File: src/rtl/core/birs_pkg.sv
// package with constants and types for the beat interval rate smoother
`timescale 1ns / 1ps

package birs_pkg;

  localparam int IV_W      = 16;
  localparam int RATE_W    = 20;
  localparam int RATE_NUM  = 600000;
  localparam int HIST_LEN  = 8;
  localparam int MID_COUNT = 4;

  localparam int MID_LO = (MID_COUNT >= HIST_LEN) ? 0 : (HIST_LEN - MID_COUNT) / 2;
  localparam int MID_HI_RAW = (MID_COUNT >= HIST_LEN) ? HIST_LEN
                                                      : (HIST_LEN + MID_COUNT) / 2;
  localparam int MID_HI  = (MID_HI_RAW > HIST_LEN) ? HIST_LEN : MID_HI_RAW;
  localparam int WIN_LEN = MID_HI - MID_LO;

  localparam int N_W     = $clog2(WIN_LEN + 1);
  localparam int SUM_W   = RATE_W + N_W;
  localparam int DIV_W   = SUM_W;
  localparam int STEP_W  = $clog2(DIV_W);
  localparam int SLOT_W  = $clog2(HIST_LEN);

  typedef enum logic [2:0] {
    ST_IDLE,
    ST_DIV_RATE,
    ST_STORE,
    ST_SORT,
    ST_SUM,
    ST_DIV_MEAN,
    ST_DONE
  } state_t;

endpackage

File: src/rtl/core/beat_interval_rate_smoother_top.sv
// beat interval to smoothed rate: shared divider, history ring, sort and middle mean
// one transaction at a time; the restoring divider (one quotient bit a cycle) is used twice
// a zero interval skips the first division and an all-zero middle window skips the second;
// a finished result waits in the output register while the next item is accepted; sync
// active-low reset clears ring, slot, control
`timescale 1ns / 1ps

module beat_interval_rate_smoother_top (
  input  logic                      clk,
  input  logic                      rst_n,
  input  logic                      in_valid,
  output logic                      in_ready,
  input  logic [birs_pkg::IV_W-1:0] in_interval_ms,
  output logic                      out_valid,
  input  logic                      out_ready,
  output logic [birs_pkg::RATE_W-1:0] out_rate_tenths_bpm
);
  import birs_pkg::*;

  state_t               state_r, state_nxt;
  logic [RATE_W-1:0]    hist_r [HIST_LEN];
  logic [RATE_W-1:0]    hist_nxt [HIST_LEN];
  logic [RATE_W-1:0]    sort_r [HIST_LEN];
  logic [RATE_W-1:0]    sort_nxt [HIST_LEN];
  logic [SLOT_W-1:0]    slot_r, slot_nxt;
  logic [SLOT_W-1:0]    idx_r, idx_nxt;
  logic [RATE_W-1:0]    rate_r, rate_nxt;
  logic [RATE_W-1:0]    res_r, res_nxt;
  logic [SUM_W-1:0]     sum_r, sum_nxt;
  logic [N_W-1:0]       cnt_r, cnt_nxt;
  logic [DIV_W-1:0]     dvd_r, dvd_nxt;
  logic [IV_W-1:0]      rem_r, rem_nxt;
  logic [IV_W-1:0]      den_r, den_nxt;
  logic [STEP_W-1:0]    step_r, step_nxt;
  logic                 out_valid_r, out_valid_nxt;
  logic [RATE_W-1:0]    out_rate_r, out_rate_nxt;

  logic [IV_W:0]        rem_sh;
  logic                 qbit;
  logic [IV_W-1:0]      rem_step;
  logic [DIV_W-1:0]     dvd_step;
  logic [RATE_W-1:0]    cur_val;
  logic [SUM_W-1:0]     sum_upd;
  logic [N_W-1:0]       cnt_upd;

  assign in_ready            = (state_r == ST_IDLE);
  assign out_valid           = out_valid_r;
  assign out_rate_tenths_bpm = out_rate_r;

  // shared restoring divider step
  always_comb begin
    rem_sh   = {rem_r, dvd_r[DIV_W-1]};
    qbit     = (rem_sh >= {1'b0, den_r});
    rem_step = qbit ? IV_W'(rem_sh - {1'b0, den_r}) : rem_sh[IV_W-1:0];
    dvd_step = {dvd_r[DIV_W-2:0], qbit};
  end

  // middle window accumulate
  always_comb begin
    cur_val = sort_r[idx_r];
    sum_upd = sum_r;
    cnt_upd = cnt_r;
    if (cur_val != '0) begin
      sum_upd = sum_r + SUM_W'(cur_val);
      cnt_upd = cnt_r + N_W'(1);
    end
  end

  always_comb begin
    state_nxt     = state_r;
    hist_nxt      = hist_r;
    sort_nxt      = sort_r;
    slot_nxt      = slot_r;
    idx_nxt       = idx_r;
    rate_nxt      = rate_r;
    res_nxt       = res_r;
    sum_nxt       = sum_r;
    cnt_nxt       = cnt_r;
    dvd_nxt       = dvd_r;
    rem_nxt       = rem_r;
    den_nxt       = den_r;
    step_nxt      = step_r;
    out_rate_nxt  = out_rate_r;
    out_valid_nxt = out_valid_r & ~out_ready;

    case (state_r)
      ST_IDLE: begin
        if (in_valid) begin
          if (in_interval_ms == '0) begin
            rate_nxt  = RATE_W'(RATE_NUM);
            state_nxt = ST_STORE;
          end else begin
            dvd_nxt   = DIV_W'(RATE_NUM);
            rem_nxt   = '0;
            den_nxt   = in_interval_ms;
            step_nxt  = '0;
            state_nxt = ST_DIV_RATE;
          end
        end
      end
      ST_DIV_RATE: begin
        dvd_nxt  = dvd_step;
        rem_nxt  = rem_step;
        step_nxt = step_r + STEP_W'(1);
        if (step_r == STEP_W'(DIV_W - 1)) begin
          rate_nxt  = dvd_step[RATE_W-1:0];
          state_nxt = ST_STORE;
        end
      end
      ST_STORE: begin
        hist_nxt[slot_r] = rate_r;
        for (int i = 0; i < HIST_LEN; i++) begin
          sort_nxt[i] = (SLOT_W'(i) == slot_r) ? rate_r : hist_r[i];
        end
        slot_nxt  = (slot_r == SLOT_W'(HIST_LEN - 1)) ? '0 : slot_r + SLOT_W'(1);
        idx_nxt   = '0;
        state_nxt = ST_SORT;
      end
      ST_SORT: begin
        // odd-even transposition, one phase per cycle
        for (int k = 0; k < HIST_LEN - 1; k++) begin
          if (((k % 2) == int'(idx_r[0])) && (sort_r[k] > sort_r[k+1])) begin
            sort_nxt[k]   = sort_r[k+1];
            sort_nxt[k+1] = sort_r[k];
          end
        end
        idx_nxt = idx_r + SLOT_W'(1);
        if (idx_r == SLOT_W'(HIST_LEN - 1)) begin
          idx_nxt   = SLOT_W'(MID_LO);
          sum_nxt   = '0;
          cnt_nxt   = '0;
          state_nxt = ST_SUM;
        end
      end
      ST_SUM: begin
        sum_nxt = sum_upd;
        cnt_nxt = cnt_upd;
        idx_nxt = idx_r + SLOT_W'(1);
        if (idx_r == SLOT_W'(MID_HI - 1)) begin
          if (cnt_upd == '0) begin
            res_nxt   = rate_r;
            state_nxt = ST_DONE;
          end else begin
            dvd_nxt   = DIV_W'(sum_upd);
            rem_nxt   = '0;
            den_nxt   = IV_W'(cnt_upd);
            step_nxt  = '0;
            state_nxt = ST_DIV_MEAN;
          end
        end
      end
      ST_DIV_MEAN: begin
        dvd_nxt  = dvd_step;
        rem_nxt  = rem_step;
        step_nxt = step_r + STEP_W'(1);
        if (step_r == STEP_W'(DIV_W - 1)) begin
          res_nxt   = dvd_step[RATE_W-1:0];
          state_nxt = ST_DONE;
        end
      end
      ST_DONE: begin
        if (!out_valid_r || out_ready) begin
          out_valid_nxt = 1'b1;
          out_rate_nxt  = res_r;
          state_nxt     = ST_IDLE;
        end
      end
      default: begin
        state_nxt = ST_IDLE;
      end
    endcase
  end

  always_ff @(posedge clk) begin
    if (!rst_n) begin
      state_r <= ST_IDLE;
    end else begin
      state_r <= state_nxt;
    end
  end

  always_ff @(posedge clk) begin
    if (!rst_n) begin
      out_valid_r <= 1'b0;
      slot_r      <= '0;
      for (int i = 0; i < HIST_LEN; i++) begin
        hist_r[i] <= '0;
      end
    end else begin
      out_valid_r <= out_valid_nxt;
      slot_r      <= slot_nxt;
      hist_r      <= hist_nxt;
    end
  end

  always_ff @(posedge clk) begin
    sort_r     <= sort_nxt;
    idx_r      <= idx_nxt;
    rate_r     <= rate_nxt;
    res_r      <= res_nxt;
    sum_r      <= sum_nxt;
    cnt_r      <= cnt_nxt;
    dvd_r      <= dvd_nxt;
    rem_r      <= rem_nxt;
    den_r      <= den_nxt;
    step_r     <= step_nxt;
    out_rate_r <= out_rate_nxt;
  end

endmodule

File: config.mk
export PLATFORM = sky130hd
export DESIGN_NAME = beat_interval_rate_smoother_top
export DESIGN_NICKNAME = d
export VERILOG_FILES = /design/src/rtl/core/birs_pkg.sv /design/src/rtl/core/beat_interval_rate_smoother_top.sv
export SDC_FILE = /design/constraint.sdc
export NUM_CORES = 1
export LEC_CHECK = 0
export CAP_MARGIN = 20
export CORE_MARGIN = 1.5
export CORE_UTILIZATION = 30
export CTS_BUF_LIST = sky130_fd_sc_hd__clkbuf_8
export DETAILED_ROUTE_END_ITERATION = 7
export DONT_BUFFER_PORTS = 1
export MAX_ROUTING_LAYER = met4
export PLACE_DENSITY_LB_ADDON = 0.2
export SKIP_CTS_REPAIR_TIMING = 1
export SLEW_MARGIN = 20
export SYNTH_ARGS = -nofsm -noshare
export SYNTH_HDL_FRONTEND = slang
export SYNTH_SLANG_ARGS = --single-unit
File: constraint.sdc
create_clock -name clk -period 7.45 [get_ports clk]
set_clock_uncertainty 0.2 [all_clocks]
set_input_delay 0.745 -clock clk [delete_from_list [all_inputs] [get_ports clk]]
set_output_delay 0.745 -clock clk [all_outputs]
set_load 0.005 [all_outputs]
==> impl_metrics.env <==
export IMPL_status="complete, no violations"
export IMPL_clk_pin_slew_worst_paths_ps=60
export IMPL_synthCells=3015
export IMPL_grt_overflow_total=0
export IMPL_critPathMaxStageDelay_ps=1060
export IMPL_std_cell_rows=113
export IMPL_worst_r2r_setup_slack_ps=1550
export IMPL_vias_per_cell=5.38
export IMPL_synth_top_area_cell="edfxtp_1"
export IMPL_ys_seq_elements=476
export IMPL_ios=42
export IMPL_startpoint_type="register"
export IMPL_max_slew_worst_pin_slew_ps=1160
export IMPL_cp_top_family="compound AO/OA/AOI/OAI gates"
export IMPL_rsz0062_at_grt="no"
export IMPL_r2r_end="dvd_r[13]"
export IMPL_wl_per_cell_microns=25.2
export IMPL_fmax_ghz=0.170
export IMPL_relSlewSlack_pct=22.1
export IMPL_antenna_left=0
export IMPL_crit_chain="buf_4 -> mux4_1 -> mux2_2 -> a211o_1 -> a2111oi_4 -> nand2_2 -> a31oi_1 -> a41oi_1 -> a21oi_4 -> buf_4"
export IMPL_cp_max_fo=44
export IMPL_drive_gt1_share_pct=11.5
export IMPL_die_w_microns=314
export IMPL_critical_path_class="reg -> reg"
export IMPL_final_hold_viol_count=0
export IMPL_syn_to_final_growth_pct=11.4
export IMPL_ctsLongestPathBuffers=3
export IMPL_drc=0
export IMPL_dieArea_sq_um=98800
export IMPL_hold_slack_ps=20.1
export IMPL_required_ps=7590
export IMPL_maxCapViolations=0
export IMPL_power_density_nw_per_um2=309
export IMPL_synth_cell_types=71
export IMPL_post_route_util_pct=33.9
export IMPL_wl_microns=109000
export IMPL_cpMaxStageDelayCell="edfxtp_1"
export IMPL_htree_levels=3
export IMPL_nets=3178
export IMPL_synth_flop_cell="edfxtp_1"
export IMPL_synth_top_area_share_pct=31.9
export IMPL_worstRegToRegCells=10
export IMPL_critical_path_depth=10
export IMPL_cts_sinks=476
export IMPL_layout_common_cells="nand2_1, edfxtp_1, inv_1, ha_1, dfxtp_1"
export IMPL_end_kind="register"
export IMPL_finalSetupTns_ps=0
export IMPL_setup_worst_path_start="idx_r[1]"
export IMPL_root_buffer="clkbuf_8"
export IMPL_grtUsageTotal_pct=22.1
export IMPL_grt_pass1_vias=22600
export IMPL_power_leakage_nw=12.0
export IMPL_syn_nets=3225
export IMPL_vias=23200
export IMPL_hpwl_microns=77300
export IMPL_synthTopCellsByArea="edfxtp_1, dfxtp_1, ha_1"
export IMPL_port_buffers=0
export IMPL_async_flop_share_pct=0
export IMPL_cts_buffers=90
export IMPL_cp_endpoint="dvd_r[13]"
export IMPL_syn_avg_cell_area_sq_um=9.64
export IMPL_grt_max_degree=168
export IMPL_max_vdd_ir_drop_v=0.000136
export IMPL_path_buf_inv=2
export IMPL_grt_pass1_wl_microns=157000
export IMPL_finalPower_mw=9.99
export IMPL_fin_crit_ps=5900
export IMPL_netlist_area_sq_um=29100
export IMPL_drv_slew=0
export IMPL_r2r_start="idx_r[1]"
export IMPL_fin_crit_sh_pct=79.2
export IMPL_drt_iter0_drc=1818
export IMPL_setup_viol=0
export IMPL_clock_latency_ps=730
export IMPL_firstDrtPassIters=7
export IMPL_yosysWarnings=0
export IMPL_initial_core_util_pct=30.5
export IMPL_hold_depth=1
export IMPL_layout_commonest_cell="nand2_1"
export IMPL_core_sq_um=95400
export IMPL_cts_tree="done"
export IMPL_hold_class="in -> reg"
export IMPL_path_common_cell="buf_4"
export IMPL_synth_edf_count=309
export IMPL_chipHeight_microns=314
export IMPL_place_congestion=0.919
export IMPL_antenna_found_initial=3
export IMPL_arrival_ps=6030
export IMPL_synth_seq_area_share_pct=43.4
worst register-to-register path, stage by stage (launching register included):
cell and delay (ps):
edfxtp_1 1060, buf_4 390, mux4_1 580, mux2_2 360, a211o_1 330, a2111oi_4 470
nand2_2 550, a31oi_1 530, a41oi_1 280, a21oi_4 230, buf_4 500
per-layer routing:
layer  part of all wire (%)  vias to the layer above  track usage, %
li1                       -                    10800               -
met4                    3.2                        0            7.05
met1                     44                    11500            28.5
met3                    4.4                      156            2.36
met2                     48                      674            36.4
met5                      0                        -               -
sequential cells by signal (all words and copies together) (netlist names), 5 cells and up:
| signal | count |
|---|---|
| hist_r | 160 |
| sort_r | 160 |
| dvd_r | 23 |
| sum_r | 23 |
| out_rate_tenths_bpm | 20 |
| rate_r | 20 |
| res_r | 20 |
| den_r | 16 |
| rem_r | 16 |
| step_r | 5 |
logic make-up after synthesis:
logic type | share of synthesized area (%)
buffers and inverters | 5.43
flip-flops | 43.4
AND/OR/NAND/NOR | 14.3
multiplexers | 10.2
AO/OA/AOI/OAI | 17.4
adder cells (fa/ha/maj) | 8.23
XOR/XNOR | 1.02
synthesized netlist by cell type (4+ instances only):
| library cell | instances |
|---|---|
| a221o_1 | 21 |
| edfxtp_1 | 309 |
| a21boi_0 | 165 |
| or2_2 | 6 |
| a31oi_1 | 34 |
| mux4_2 | 23 |
| a211o_1 | 4 |
| nand2b_1 | 14 |
| nor4_1 | 15 |
| o221ai_1 | 21 |
| mux2_2 | 109 |
| o2bb2ai_1 | 21 |
| buf_6 | 6 |
| dfxtp_1 | 167 |
| xnor2_1 | 18 |
| a211oi_1 | 10 |
| xor2_1 | 16 |
| a311oi_1 | 5 |
| clkbuf_1 | 198 |
| nor2b_1 | 23 |
| o21ai_0 | 131 |
| nand2_1 | 591 |
| and4_1 | 5 |
| a311o_1 | 5 |
| nand3_1 | 51 |
| buf_1 | 14 |
| a21o_1 | 63 |
| and3_1 | 5 |
| o22ai_1 | 4 |
| nor3_1 | 28 |
| or3_1 | 16 |
| inv_1 | 170 |
| a21oi_1 | 97 |
| and2_1 | 31 |
| buf_2 | 7 |
| mux2i_1 | 76 |
| o2111ai_1 | 23 |
| nand4_1 | 29 |
| mux4_1 | 17 |
| nor2_1 | 137 |
| ha_1 | 188 |
| o211ai_1 | 68 |
| o21a_1 | 15 |
| a41oi_1 | 21 |
how the worst min path moves through the flow:
stage	start	end	slack, ps
floorplan	res_r[0]	out_rate_tenths_bpm[0]	200
global placement	res_r[9]	out_rate_tenths_bpm[9]	200
detailed placement	res_r[1]	out_rate_tenths_bpm[1]	210
CTS	rst_n	slot_r[2]	-80
global route	in_interval_ms[1]	den_r[1]	-0.8
finish	rst_n	hist_r[2]	20
through the flow:
stage	instance area, sq um	instances	worst slack [ps]
6_report	32400	4315	1550
5_1_grt	32400	4311	1260
4_1_cts	32100	4287	1580
3_5_place_dp	30500	4120	1630
3_3_place_gp	30400	4117	1620
2_1_floorplan	29100	3015	1880
area by class of cell:
class | instances | area, sq um
flip-flops and latches | 476 | 12600
repair buffers | 88 | 752
well taps | 1265 | 1580
inverters | 172 | 646
multi-input cells | 2140 | 15100
diodes | 7 | 17.5
clock buffers | 100 | 1380
clock inverters | 67 | 292
fillers | 9849 | 63100
power breakdown:
group / switching [mW] / internal, mW / total [mW]
combinational: 2.37 / 1.37 / 3.73
sequential: 0.484 / 3.33 / 3.81
clock: 1.21 / 1.23 / 2.44
No activity file was read; power rests on OpenSTA's default activity.
